**config.mk**
```make
export PLATFORM = sky130hd
export DESIGN_NAME = midi_byte_stream_parser
export DESIGN_NICKNAME = d
export VERILOG_FILES = /design/src/rtl/mbsp_pkg.sv /design/src/rtl/mbsp_decode.sv /design/src/rtl/midi_byte_stream_parser.sv
export SDC_FILE = /design/constraint.sdc
export NUM_CORES = 1
export LEC_CHECK = 0
export BUFFER_PORTS_ARGS = -buffer_cell sky130_fd_sc_hd__clkbuf_2
export CAP_MARGIN = 10
export CORE_ASPECT_RATIO = 0.7
export CORE_MARGIN = 1.5
export CORE_UTILIZATION = 50
export CTS_CLUSTER_DIAMETER = 50
export CTS_CLUSTER_SIZE = 25
export DETAILED_ROUTE_END_ITERATION = 8
export HOLD_SLACK_MARGIN = 0.15
export PLACE_DENSITY = 0.77
export SETUP_SLACK_MARGIN = 0.5
export SYNTH_ARGS = -nofsm -noshare
export SYNTH_HDL_FRONTEND = slang
export SYNTH_SLANG_ARGS = --single-unit
export TNS_END_PERCENT = 50
```
**constraint.sdc**
```tcl
create_clock -name clk -period 3.8 [get_ports clk]
set_input_delay 0 -clock clk [delete_from_list [all_inputs] [get_ports clk]]
set_output_delay 0 -clock clk [all_outputs]
set_load 0.005 [all_outputs]
```
**src/rtl/mbsp_pkg.sv**
```systemverilog
package mbsp_pkg;

    localparam logic [7:0] RT_FIRST     = 8'hF8;
    localparam logic [7:0] SYSEX_END    = 8'hF7;
    localparam logic [7:0] SYSEX_START  = 8'hF0;
    localparam logic [7:0] PROG_CHANGE  = 8'hC0;
    localparam logic [7:0] CHAN_PRESS   = 8'hD0;
    localparam logic [7:0] MTC_QFRAME   = 8'hF1;
    localparam logic [7:0] SONG_SELECT  = 8'hF3;
    localparam logic [7:0] SONG_POS     = 8'hF2;

    localparam logic [1:0] LEN_ONE      = 2'd1;
    localparam logic [1:0] LEN_TWO      = 2'd2;
    localparam logic [1:0] LEN_THREE    = 2'd3;

    typedef struct packed {
        logic       sysex_active;
        logic [7:0] chan_status;
        logic [1:0] chan_count;
        logic [1:0] chan_expected;
        logic [7:0] sys_status;
        logic [1:0] sys_count;
        logic [1:0] sys_expected;
    } parse_state_t;

    typedef struct packed {
        logic [1:0] msg_length;
        logic [7:0] msg_byte0;
        logic [6:0] msg_byte1;
        logic [6:0] msg_byte2;
    } midi_msg_t;

    typedef struct packed {
        logic       wr_en;
        logic       wr_idx;
    } store_wr_t;

endpackage

```
**src/rtl/mbsp_decode.sv**
```systemverilog
module mbsp_decode (
    input  logic [7:0]            in_byte,
    input  mbsp_pkg::parse_state_t state,
    input  logic [6:0]            store0,
    input  logic [6:0]            store1,
    output mbsp_pkg::parse_state_t state_next,
    output mbsp_pkg::store_wr_t   store_wr,
    output logic                  msg_valid,
    output mbsp_pkg::midi_msg_t   msg
);
    import mbsp_pkg::*;

    logic [1:0] len;
    logic       use_store;
    logic [1:0] sys_need;
    logic [1:0] cnt_new;
    logic [6:0] data0_eff;
    logic [6:0] data1_eff;

    always_comb
    begin
        if (in_byte == MTC_QFRAME || in_byte == SONG_SELECT)
            sys_need = 2'd1;
        else if (in_byte == SONG_POS)
            sys_need = 2'd2;
        else
            sys_need = 2'd0;
    end

    always_comb
    begin
        state_next      = state;
        store_wr.wr_en  = 1'b0;
        store_wr.wr_idx = 1'b0;
        msg_valid       = 1'b0;
        len             = LEN_ONE;
        use_store       = 1'b0;
        msg.msg_byte0   = in_byte;
        cnt_new         = 2'd0;

        if (in_byte >= RT_FIRST) begin
            msg_valid = 1'b1;
        end else if (state.sysex_active) begin
            state_next.sysex_active = (in_byte != SYSEX_END);
            msg_valid = 1'b1;
        end else if (in_byte[7]) begin
            state_next.sys_status   = 8'd0;
            state_next.sys_count    = 2'd0;
            state_next.sys_expected = 2'd0;
            if (in_byte >= SYSEX_START) begin
                state_next.chan_status   = 8'd0;
                state_next.chan_count    = 2'd0;
                state_next.chan_expected = 2'd0;
                state_next.sysex_active  = (in_byte == SYSEX_START);
                state_next.sys_expected  = sys_need;
                if (sys_need != 2'd0)
                    state_next.sys_status = in_byte;
                else
                    msg_valid = 1'b1;
            end else begin
                state_next.chan_status = in_byte;
                state_next.chan_count  = 2'd0;
                if ((in_byte & 8'hF0) == PROG_CHANGE || (in_byte & 8'hF0) == CHAN_PRESS)
                    state_next.chan_expected = 2'd1;
                else
                    state_next.chan_expected = 2'd2;
            end
        end else if (state.sys_status != 8'd0) begin
            cnt_new = state.sys_count;
            if (state.sys_count < 2'd2) begin
                store_wr.wr_en  = 1'b1;
                store_wr.wr_idx = state.sys_count[0];
                cnt_new         = state.sys_count + 2'd1;
            end
            state_next.sys_count = cnt_new;
            if (cnt_new >= state.sys_expected) begin
                state_next.sys_status   = 8'd0;
                state_next.sys_count    = 2'd0;
                state_next.sys_expected = 2'd0;
                msg_valid     = 1'b1;
                use_store     = 1'b1;
                msg.msg_byte0 = state.sys_status;
                len = (state.sys_expected > 2'd1) ? LEN_THREE : LEN_TWO;
            end
        end else if (state.chan_status != 8'd0) begin
            cnt_new = state.chan_count;
            if (state.chan_count < 2'd2) begin
                store_wr.wr_en  = 1'b1;
                store_wr.wr_idx = state.chan_count[0];
                cnt_new         = state.chan_count + 2'd1;
            end
            state_next.chan_count = cnt_new;
            if (cnt_new >= state.chan_expected) begin
                state_next.chan_count = 2'd0;
                msg_valid     = 1'b1;
                use_store     = 1'b1;
                msg.msg_byte0 = state.chan_status;
                len = (state.chan_expected > 2'd1) ? LEN_THREE : LEN_TWO;
            end
        end

        // bypass the byte written this beat
        data0_eff = (store_wr.wr_en && !store_wr.wr_idx) ? in_byte[6:0] : store0;
        data1_eff = (store_wr.wr_en &&  store_wr.wr_idx) ? in_byte[6:0] : store1;

        msg.msg_length = len;
        msg.msg_byte1  = use_store ? data0_eff : 7'd0;
        msg.msg_byte2  = (use_store && len == LEN_THREE) ? data1_eff : 7'd0;
    end

endmodule

```
**src/rtl/midi_byte_stream_parser.sv**
```systemverilog
// MIDI byte stream parser.
// Slave stream s_axis: one raw MIDI byte per beat in tdata[7:0].
// Master stream m_axis: one assembled message per beat, 24-bit tdata:
//   [1:0] length (1..3), [9:2] status or passed byte, [16:10] data 1,
//   [23:17] data 2 (unused data bytes read as zero).
// Real-time bytes, sysex contents and system statuses other than F1..F3
// come out as one-byte messages; channel and system common messages come
// out once all data is in. Channel and system common status bytes and
// stray data bytes produce no output beat.
// A byte taken into the input register has its message loaded into the
// output register once it is free, visible on m_axis from then on (two
// register stages). Throughput: one byte per cycle unless m_axis stalls;
// one level of decode logic between the registers updates the parse state.
// Reset clears running status, sysex mode and both stream valids.
// When m_axis_tready is low the output beat holds; the input register
// still takes one more byte, then s_axis_tready drops until the
// output drains.
module midi_byte_stream_parser (
    input  logic        clk,
    input  logic        rst_n,
    input  logic        s_axis_tvalid,
    output logic        s_axis_tready,
    input  logic [7:0]  s_axis_tdata,   // [7:0] in_byte
    output logic        m_axis_tvalid,
    input  logic        m_axis_tready,
    output logic [23:0] m_axis_tdata    // msg_length, msg_byte0, msg_byte1, msg_byte2
);
    import mbsp_pkg::*;

    logic         in_valid_reg;
    logic [7:0]   in_byte_reg;
    parse_state_t state_reg;
    parse_state_t state_next;
    logic [6:0]   store_reg [2];
    store_wr_t    store_wr;
    logic         out_valid_reg;
    midi_msg_t    out_msg_reg;
    logic         msg_valid;
    midi_msg_t    msg;
    logic         out_load;
    logic         fire;

    assign out_load      = !out_valid_reg || m_axis_tready;
    assign fire          = in_valid_reg && out_load;
    assign s_axis_tready = !in_valid_reg || out_load;

    mbsp_decode u_decode (
        .in_byte    (in_byte_reg),
        .state      (state_reg),
        .store0     (store_reg[0]),
        .store1     (store_reg[1]),
        .state_next (state_next),
        .store_wr   (store_wr),
        .msg_valid  (msg_valid),
        .msg        (msg)
    );

    always_ff @(posedge clk or negedge rst_n)
    begin
        if (!rst_n) begin
            in_valid_reg  <= 1'b0;
            out_valid_reg <= 1'b0;
            state_reg     <= '0;
        end else begin
            if (s_axis_tvalid && s_axis_tready)
                in_valid_reg <= 1'b1;
            else if (fire)
                in_valid_reg <= 1'b0;
            if (fire) begin
                state_reg     <= state_next;
                out_valid_reg <= msg_valid;
            end else if (m_axis_tready) begin
                out_valid_reg <= 1'b0;
            end
        end
    end

    always_ff @(posedge clk)
    begin
        if (s_axis_tvalid && s_axis_tready)
            in_byte_reg <= s_axis_tdata;
        if (fire && msg_valid)
            out_msg_reg <= msg;
        if (fire && store_wr.wr_en)
            store_reg[store_wr.wr_idx] <= in_byte_reg[6:0];
    end

    assign m_axis_tvalid = out_valid_reg;
    assign m_axis_tdata  = {out_msg_reg.msg_byte2, out_msg_reg.msg_byte1,
                            out_msg_reg.msg_byte0, out_msg_reg.msg_length};

endmodule

```
==> reports/metrics.csv, run 1 <==
metric;value;unit
DPL Wire Length;5109;um
WP data arrival;2840;ps
clk slew on worst S/H paths;70;ps
routed wire length;7319;um
Die Width;100.1;um
remaining global-route overflow;0;
final setup vio count;0;
DRC viols;0;
VDD IR max;339.8;uV
first-pass GRT wire length;11750;um
commonest register cell after synthesis;edfxtp_1;
largest net degree at the start of global routing;28;
Worst-Skew Late Latency;350;ps
Clock Sinks;73;
Layout area overhead;16.71;%
YS warnings;0;
layout cells sized above 1;21.02;%
worst slew pin tran;799.7;ps
Filler cells;509;
CTS root buf;clkbuf_8;
routability congestion estimate;0.9876;
number of global-route vias before repair;2347;
num rows;24;
IO Port Bufs;37;
All-Layer GR Usage;22.15;%
end of the worst register-to-register path;m_axis_tdata[0];
Hold WC Path Type;input pin to asynchronous set/reset pin;
Nets;367;
Clock Skew;7.974;ps
Cell Area, Synth;3302;um2
sequential area share after synthesis;58.05;%
initial antenna violation count;0;
Yosys reg bits;73;
n_diodes;0;
launch point of the worst reg-to-reg path;state_reg[15];
Die ar.;7108;um2
Async S/R FF share, synth;36.99;%
CP Cell Sequence;inv_1, ha_1, ha_1, nand2b_1, a21oi_1, or3_1, a21oi_1, nor3_1, nor2_2, buf_4;
Die H;70.99;um
post-synth top area cell;edfxtp_1;
max-slew violation count;0;
syn nets;318;
clock buffer depth;2;
worst setup path endpoint;m_axis_tdata[0];
Core Util, Final;61.11;%
CP Max Fanout;24;
Reg2Reg Depth;10;
Synth Instances;298;
MaxCap Viol Count;0;
Initial Util;52.36;%
leakage power;1.694;nW
crit path max-delay cell type;or3_1;
TritonCTS buffer count;9;
Slew Limit Headroom;46.13;%
H-tree levels;3;
PwrDens;671.1;nW/um2
Routed Antenna Nets;0;
Final period util;74.25;%
setup repair after global routing missed its margin;no;
commonest non-fill, non-tap cells in the layout;40 x nand2_1, 37 x clkbuf_2, 32 x edfxtp_1;
min Tclk post-route;2821;ps
r2r setup slk;980;ps
Final Instance Count excl. Fillers;430;
Power, Total;0.002586;W
TritonCTS clock tree;yes;
Final Hold Violating Endpoints;0;
Critical Path End Type;flip-flop;
most common cell after layout, fill and taps aside;nand2_1;
Crit Path Class;flip-flop to flip-flop;
1st-pass router iterations;4;
Netlist cell types;41;
Worst path max stage delay;490;ps
routed vias/inst;5.602;
detailed-route wire length per cell;17.02;um
Avg Inst Size Synth;11.08;um2
status;finished clean;
Core Area;6306;um2
Initial DRC Count;275;
Post-CTS Setup Bufs;0;
number of flops mapped to enable cells by yosys;32;
routed via count;2409;
max reg flops;25;
Inst Count DP;402;
fmax;0.3544;GHz
Worst Setup Start Kind;flip-flop;
share of the synthesized area in the top cell type;29.10;%
setup_tns;0;ps
synth top area cells;edfxtp_1 29%, dfrtp_1 20%, dfxtp_1 8.5%;
IO Count;38;
required time of the critical path;3820;ps
crit path from;state_reg[15];
==> layer usage <==
metal | wire length, um | global-route usage, %
met1 | 3458 | 30.72
met2 | 3286 | 34.01
met3 | 494 | 6.423
met4 | 80 | 6.886
met5 | 0 | 0
==> worst min-delay path by stage <==
| stage | startpoint | endpoint | slack [ps] | cells past startpoint |
|---|---|---|---|---|
| 3_5_place_dp | rst_n | state_reg[10] | 80 | 1 |
| 5_1_grt | rst_n | in_valid_reg | 290 | 2 |
| 6_report | rst_n | state_reg[9] | 220 | 2 |
| 3_3_place_gp | rst_n | state_reg[8] | 70 | 1 |
| 4_1_cts | rst_n | state_reg[10] | 240 | 2 |
| 2_1_floorplan | rst_n | in_valid_reg | -300 | 0 |
==> through the flow <==
stage               instance area [um2]  worst slack, ps  hold WS (ps)
floorplan                          3302            501.5        -295.6
finish                             3854            978.7         221.4
global route                       3854            829.1         288.1
CTS                                3854             1009         241.9
global placement                   3547             1139         69.15
detailed placement                 3547             1030         82.15
==> worst max-delay path: cells and delay by family (launching register included) <==
| kind | cells | cell delay [ps] |
|---|---|---|
| compound gates | 2 | 290 |
| fa+ha+maj | 2 | 570 |
| buf+inv | 2 | 430 |
| flops | 1 | 410 |
| simple gates | 4 | 780 |
==> timing repair <==
item	in CTS	in global routing
hold buffers	12	0
hold endpoints to repair	37	0
resized for setup	0	0
==> synthesized netlist by cell type (9+ instances only) <==
| library cell | instances |
|---|---|
| nand2_1 | 40 |
| edfxtp_1 | 32 |
| nor2_1 | 31 |
| dfrtp_1 | 27 |
| o21ai_0 | 16 |
| a21oi_1 | 15 |
| dfxtp_1 | 14 |
| mux2_4 | 14 |
| nor2b_1 | 14 |
| inv_1 | 12 |
| clkbuf_1 | 9 |
==> power breakdown <==
group          switching [W]  internal [W]  total, W  leakage [nW]
Sequential          0.000115       0.00107   0.00119         0.773
Clock               0.000287      0.000300  0.000587        0.0917
Combinational       0.000450      0.000362  0.000812         0.829
Total               0.000852       0.00173   0.00259          1.69
==> cells by family after synthesis <==
kind of cell               Yosys count  synth area share [%]
and+or+nand+nor                    121                 18.49
DFF                                 73                 58.05
AOI/OAI and AO/OA                   56                 10.80
buffers and inverters               26                 3.258
muxes                               14                 6.366
adders and majority gates            8                 3.032
==> layout make-up <==
cell class	instances	area, um2	share of cell area (%)
sequential	73	1917	49.74
multi-input combinational	199	1280	33.21
timing repair buffer	52	327.8	8.506
clock buffer	10	127.6	3.312
tap	78	97.59	2.532
clock inverter	6	58.81	1.526
inverter	12	45.04	1.169
(Power assumes the default switching activity.)
==> run 2, diff against run 1 <==
Clock period 3.8 ns to 2.7 ns, I/O delays scaled along.
==> run 2 against run 1 <==
Total power is 63% higher. Setup slack worse by 690 ps. Critical path type unchanged. Cell count is 8.6% higher. Via count is 6.5% higher. Critical path depth is 1 higher. Hold slack better by 8.0 ps. Wire length is 11% higher. Sequential power is 40% higher. Largest cell class unchanged. Critical endpoint is now m_axis_tdata[8]. Die area stayed put. Non-clock buffer count is 37 higher.
==> reports/metrics.csv, run 2 (same netlist as run 1, synthesis figures left out) <==
metric;value;unit;change
setup repair after global routing missed its margin;yes;;was no
Layout area overhead;33.08;%;was 16.71%
n_diodes;0;;unchanged
Crit Path Class;flip-flop to flip-flop;;unchanged
final setup vio count;0;;unchanged
num rows;24;;unchanged
number of global-route vias before repair;2507;;was 2347
Clock Sinks;73;;unchanged
routability congestion estimate;0.9678;;was 0.9876
CTS root buf;clkbuf_8;;unchanged
leakage power;1.940;nW;was 1.694 nW
worst slew pin tran;703.2;ps;was 799.7 ps
initial antenna violation count;0;;unchanged
layout cells sized above 1;35.48;%;was 21.02%
r2r setup slk;290;ps;was 980 ps
H-tree levels;3;;unchanged
first-pass GRT wire length;12650;um;was 11750 um
TritonCTS clock tree;yes;;unchanged
Clock Skew;7.745;ps;was 7.974 ps
Nets;404;;was 367
CP Max Fanout;6;;was 24
clk slew on worst S/H paths;70;ps;about the same
crit path from;state_reg[14];;was state_reg[15]
IO Count;38;;unchanged
Filler cells;437;;was 509
Initial DRC Count;214;;was 275
detailed-route wire length per cell;17.43;um;was 17.02 um
DRC viols;0;;unchanged
most common cell after layout, fill and taps aside;nand2_1;;unchanged
max reg flops;25;;unchanged
launch point of the worst reg-to-reg path;state_reg[14];;was state_reg[15]
All-Layer GR Usage;24.03;%;was 22.15%
routed wire length;8138;um;was 7319 um
routed via count;2565;;was 2409
max-slew violation count;0;;unchanged
fmax;0.4146;GHz;was 0.3544 GHz
Die Width;100.1;um;unchanged
largest net degree at the start of global routing;28;;unchanged
TritonCTS buffer count;9;;unchanged
routed vias/inst;5.493;;was 5.602
commonest non-fill, non-tap cells in the layout;39 x nand2_1, 37 x clkbuf_2, 32 x edfxtp_1;;was 40 x nand2_1, 37 x clkbuf_2, 32 x edfxtp_1
remaining global-route overflow;0;;unchanged
Critical Path End Type;flip-flop;;unchanged
status;finished clean;;unchanged
Slew Limit Headroom;53.12;%;was 46.13%
MaxCap Viol Count;0;;unchanged
Initial Util;52.36;%;unchanged
clock buffer depth;2;;unchanged
Reg2Reg Depth;11;;was 10
Die ar.;7108;um2;unchanged
IO Port Bufs;37;;unchanged
worst setup path endpoint;m_axis_tdata[8];;was m_axis_tdata[0]
VDD IR max;492.1;uV;was 339.8 uV
min Tclk post-route;2412;ps;was 2821 ps
Worst-Skew Late Latency;350;ps;about the same
setup_tns;0;ps;unchanged
end of the worst register-to-register path;m_axis_tdata[8];;was m_axis_tdata[0]
Worst Setup Start Kind;flip-flop;;unchanged
Core Area;6306;um2;unchanged
Final Hold Violating Endpoints;0;;unchanged
Die H;70.99;um;unchanged
Hold WC Path Type;input pin to asynchronous set/reset pin;;unchanged
worst hold margin;229.4;ps;was 221.4 ps
1st-pass router iterations;5;;was 4
DPL Wire Length;5130;um;was 5109 um
Routed Antenna Nets;0;;unchanged
PwrDens;958.2;nW/um2;was 671.1 nW/um2
Final period util;89.33;%;was 74.25%
required time of the critical path;2760;ps;was 3820 ps
WP data arrival;2480;ps;was 2840 ps
[run 2: cell count changes in the layout (fill, tap and decap cells not counted), sizes merged]
cell | previous run | this run
bufinv | 1 | 0
clkbuf | 47 | 48
clkinv | 3 | 4
buf | 3 | 40
clkinvlp | 1 | 0
[run 2: metal layers]
metal	share of wire [%]	routed length [um]	up-vias	global-route usage (%)
met4	1.4	116	0	7.668
met2	47	3809	95	38.02
met1	45	3639	1242	32.81
met3	7.0	572	16	6.126
met5	0	0	-	0
li1	-	-	1212	-
[run 2: per-stage QoR]
stage / total power [W] / instances / util [%] / setup slack, ps / instance area [um2]
floorplan: 0.002497 / 298 / - / 167.8 / 3337
global placement: 0.002818 / 413 / 57.98 / 270.9 / 3656
detailed placement: 0.002861 / 413 / 57.98 / 183.8 / 3656
CTS: 0.004055 / 456 / 66.88 / 305.0 / 4218
global route: 0.004404 / 467 / 69.68 / 224.6 / 4394
finish: 0.004210 / 467 / 69.68 / 288.2 / 4394
[run 2: cell type report]
type | instances | area [um2] | share of cell area [%]
sequential | 73 | 1917 | 43.62
tap | 78 | 97.59 | 2.221
multi-input combinational | 199 | 1460 | 33.23
clock inverter | 5 | 31.28 | 0.7118
clock buffer | 11 | 141.4 | 3.218
timing repair buffer | 89 | 701.9 | 15.97
inverter | 12 | 45.04 | 1.025
[run 2: critical path, cell delays in order, from the launching register on]
cell      delay (ps)
dfrtp_1          400
inv_2             80
ha_4             210
ha_4             260
nand2b_4         120
a21oi_4           50
or3_4            360
a21oi_4          160
nor3_4            60
nor2_4           150
buf_12           140
buf_8            120
[run 2: where the power goes]
group / switching [W] / internal (W)
Combinational: 0.000828 / 0.000946
Clock: 0.000408 / 0.000357
Sequential: 0.000164 / 0.00151
Total: 0.00140 / 0.00281
[run 2: worst min-delay path by stage]
stage / end / slack, ps / depth (start not counted)
final: state_reg[9] / 230 / 2
after global routing: state_reg[11] / 290 / 2
after CTS: state_reg[23] / 250 / 2
after detailed placement: state_reg[9] / 80 / 1
after global placement: state_reg[4] / 70 / 1
after floorplan: in_valid_reg / -300 / 0
[run 2: timing repair]
action / 4_1_cts / 5_1_grt
buffers inserted: 13 / 11
hold buffers: 12 / 0
endpoints found under the setup margin: 53 / 69
pin swaps: 9 / 14
cloned: 2 / 0
resized for setup: 23 / 17
endpoints found under the hold margin: 37 / 0
==> run 3, diff against run 2 <==
Settings changed: ABC_AREA set to 1.
==> run 3 against run 2 <==
Die area rose by 7.5%. Cell count up 21%. Area after synthesis increased by 7.8%. Critical path type unchanged. Largest cell class unchanged. Highest routed layer unchanged.
==> reports/metrics.csv, run 3 <==
metric;value;unit;change
routed via count;2992;;was 2565
commonest register cell after synthesis;edfxtp_1;;unchanged
DP Area;3897;um2;was 3656 um2
max-slew violation count;0;;unchanged
Final Instance Count excl. Fillers;565;;was 467
Die H;73.58;um;was 70.99 um
IO Port Bufs;37;;unchanged
Avg Inst Size Synth;9.054;um2;was 11.08 um2
first-pass GRT wire length;13470;um;was 12650 um
Post-Synth XOR/XNOR Area;0;%;unchanged
r2r setup slk;520;ps;was 290 ps
Clock Skew;9.353;ps;was 7.745 ps
num rows;25;;was 24
crit path max-delay cell type;dfrtp_1;;unchanged
Worst-Skew Late Latency;350;ps;about the same
launch point of the worst reg-to-reg path;state_reg[15];;was state_reg[14]
Cell Area, Synth;3558;um2;was 3302 um2
synth top area cells;edfxtp_1 27%, dfrtp_1 19%, nand2_1 9.4%;;was edfxtp_1 29%, dfrtp_1 20%, dfxtp_1 8.5%
clk slew on worst S/H paths;70;ps;about the same
Worst path max stage delay;400;ps;about the same
leakage power;2.123;nW;was 1.940 nW
max reg flops;25;;unchanged
IO Count;38;;unchanged
layout cells sized above 1;25.48;%;was 35.48%
Clock Sinks;73;;unchanged
post-synthesis compound-gate area fraction;9.001;%;was 10.80%
Final Instance Area;4413;um2;was 4394 um2
Initial Util;52.18;%;was 52.36%
Initial DRC Count;294;;was 214
CP Max Fanout;9;;was 6
worst hold margin;239.8;ps;was 229.4 ps
Nets;486;;was 404
number of flops mapped to enable cells by yosys;32;;unchanged
routed vias/inst;5.296;;was 5.493
DRC viols;0;;unchanged
Final period util;80.76;%;was 89.33%
H-tree levels;3;;unchanged
remaining global-route overflow;0;;unchanged
min Tclk post-route;2180;ps;was 2412 ps
1st-pass router iterations;6;;was 5
Async S/R FF share, synth;36.99;%;unchanged
final setup margin;519.5;ps;was 288.2 ps
setup_tns;0;ps;unchanged
Crit Path Class;flip-flop to flip-flop;;unchanged
YS warnings;0;;unchanged
Yosys reg bits;73;;unchanged
largest family of logic cells by synthesized area;simple AND/OR/NAND/NOR gates;;unchanged
Hold WC Path Type;input pin to asynchronous set/reset pin;;unchanged
number of global-route vias before repair;2808;;was 2507
routability congestion estimate;0.9203;;was 0.9678
Netlist cell types;37;;was 41
DPL Wire Length;5635;um;was 5130 um
setup repair after global routing missed its margin;yes;;unchanged
routed wire length;8479;um;was 8138 um
VDD IR max;389.9;uV;was 492.1 uV
PwrDens;1075;nW/um2;was 958.2 nW/um2
Die ar.;7640;um2;was 7108 um2
Final Hold Violating Endpoints;0;;unchanged
Die Width;103.8;um;was 100.1 um
sequential area share after synthesis;53.87;%;was 58.05%
MaxCap Viol Count;0;;unchanged
detailed-route wire length per cell;15.01;um;was 17.43 um
worst setup path endpoint;m_axis_tdata[15];;was m_axis_tdata[8]
n_diodes;0;;unchanged
Synth Instances;393;;was 298
post-synthesis simple-gate area fraction;24.40;%;was 18.49%
Layout area overhead;24.02;%;was 33.08%
post-synthesis adder-cell area fraction;2.813;%;was 3.031%
required time of the critical path;2820;ps;was 2760 ps
worst slew pin tran;712.0;ps;was 703.2 ps
post-synth top area cell;edfxtp_1;;unchanged
Critical Path End Type;flip-flop;;unchanged
clock buffer depth;2;;unchanged
fmax;0.4586;GHz;was 0.4146 GHz
WP data arrival;2300;ps;was 2480 ps
share of the synthesized area in the top cell type;27.00;%;was 29.10%
crit path from;state_reg[15];;was state_reg[14]
Core Area;6819;um2;was 6306 um2
TritonCTS clock tree;yes;;unchanged
Inst Count DP;523;;was 413
CP Cell Sequence;inv_2, ha_4, ha_4, inv_2, nand2_2, a21oi_4, nor2_4, nand2_2, nand2_2, nand2_2, nand3_2, nand2_4, clkinvlp_4, buf_12;;was inv_2, ha_4, ha_4, nand2b_4, a21oi_4, or3_4, a21oi_4, nor3_4, nor2_4, buf_12, buf_8
TritonCTS buffer count;9;;unchanged
Routed Antenna Nets;0;;unchanged
most common cell in the netlist;nand2_1;;unchanged
Reg2Reg Depth;14;;was 11
initial antenna violation count;0;;unchanged
CTS root buf;clkbuf_8;;unchanged
most frequent CP cell;nand2_2;;
All-Layer GR Usage;23.24;%;was 24.03%
end of the worst register-to-register path;m_axis_tdata[15];;was m_axis_tdata[8]
Worst Setup Start Kind;flip-flop;;unchanged
Slew Limit Headroom;52.54;%;was 53.12%
largest net degree at the start of global routing;28;;unchanged
final setup vio count;0;;unchanged
syn nets;413;;was 318
status;finished clean;;unchanged
most common cell after layout, fill and taps aside;nand2_1;;unchanged
commonest non-fill, non-tap cells in the layout;82 x nand2_1, 66 x inv_1, 37 x clkbuf_2;;was 39 x nand2_1, 37 x clkbuf_2, 32 x edfxtp_1
post-synthesis mux area share;0;%;was 6.366%
commonest cells in the netlist;89 x nand2_1, 73 x inv_1, 32 x edfxtp_1;;was 40 x nand2_1, 32 x edfxtp_1, 31 x nor2_1
pre-CTS WS;193.0;ps;was 183.8 ps
run 3: changes by cell type in the layout (fill, tap and decap cells not counted), moves of 8 or more:
cell / before / now
nand2_2: 1 / 10
nand2_1: 39 / 82
nand3_1: 3 / 11
nand4_1: 1 / 17
nor2b_1: 11 / 0
inv_1: 8 / 66
buf_4: 31 / 12
mux2_4: 14 / 0
run 3: worst min-delay path by stage:
| stage | start | end | slack (ps) | cells past startpoint |
|---|---|---|---|---|
| 3_5_place_dp | rst_n | state_reg[15] | 80 | 1 |
| 3_3_place_gp | rst_n | state_reg[15] | 80 | 1 |
| 2_1_floorplan | rst_n | in_valid_reg | -300 | 0 |
| 4_1_cts | rst_n | in_valid_reg | 250 | 2 |
| 6_report | rst_n | state_reg[17] | 240 | 2 |
| 5_1_grt | rst_n | state_reg[24] | 310 | 2 |
run 3: through the flow:
stage                     utilization (%)  total power (W)
after floorplan                         -         0.003000
after global placement              57.16         0.003416
after detailed placement            57.16         0.003482
after CTS                           63.74         0.004626
after global routing                64.72         0.005061
final                               64.72         0.004742
run 3: routing by layer:
metal | wire, um | share of wire, % | GRT usage [%] | vias to the layer above
li1 | - | - | - | 1422
met1 | 3549 | 42 | 29.61 | 1376
met2 | 3893 | 46 | 38.04 | 167
met3 | 828 | 9.8 | 6.300 | 27
met4 | 207 | 2.4 | 10.03 | 0
met5 | 0 | 0 | 0 | -
run 3: repair_timing:
action | CTS | global route
resized for setup | 5 | 18
pin swaps | 2 | 3
hold endpoints to repair | 45 | 0
cloned | 1 | 1
endpoints found under the setup margin | 30 | 33
buffers inserted | 7 | 4
hold buffers | 13 | 0
run 3: final cells by class:
class                           count  area [um2]
Inverter                           80       310.3
Timing Repair Buffer               65       447.9
Sequential cell                    73        1917
Timing Repair inverter              2       15.01
Multi-Input combinational cell    235        1385
Clock inverter                      6       92.59
Clock buffer                       10       127.6
Fill cell                         550        2406
Tap cell                           94       117.6
run 3: worst max-delay path: cells and delay by family, from the launching register on:
kind	cells	cell delay [ps]
buf+inv	4	410
compound gates	1	150
flops	1	400
simple gates	7	570
fa+ha+maj	2	420
run 3: cells by family (layout without fill, tap and decap cells):
family	count (synthesis)	in the layout
AND/OR/NAND/NOR	173	173
buffers and inverters	85	163
flip-flops	73	73
AO/OA/AOI/OAI	54	54
adder cells (fa/ha/maj)	8	8
run 3: power breakdown:
group / internal, W / switching (W)
Clock: 0.000525 / 0.000416
Combinational: 0.000801 / 0.00130
Sequential: 0.00158 / 0.000126
Total: 0.00290 / 0.00184
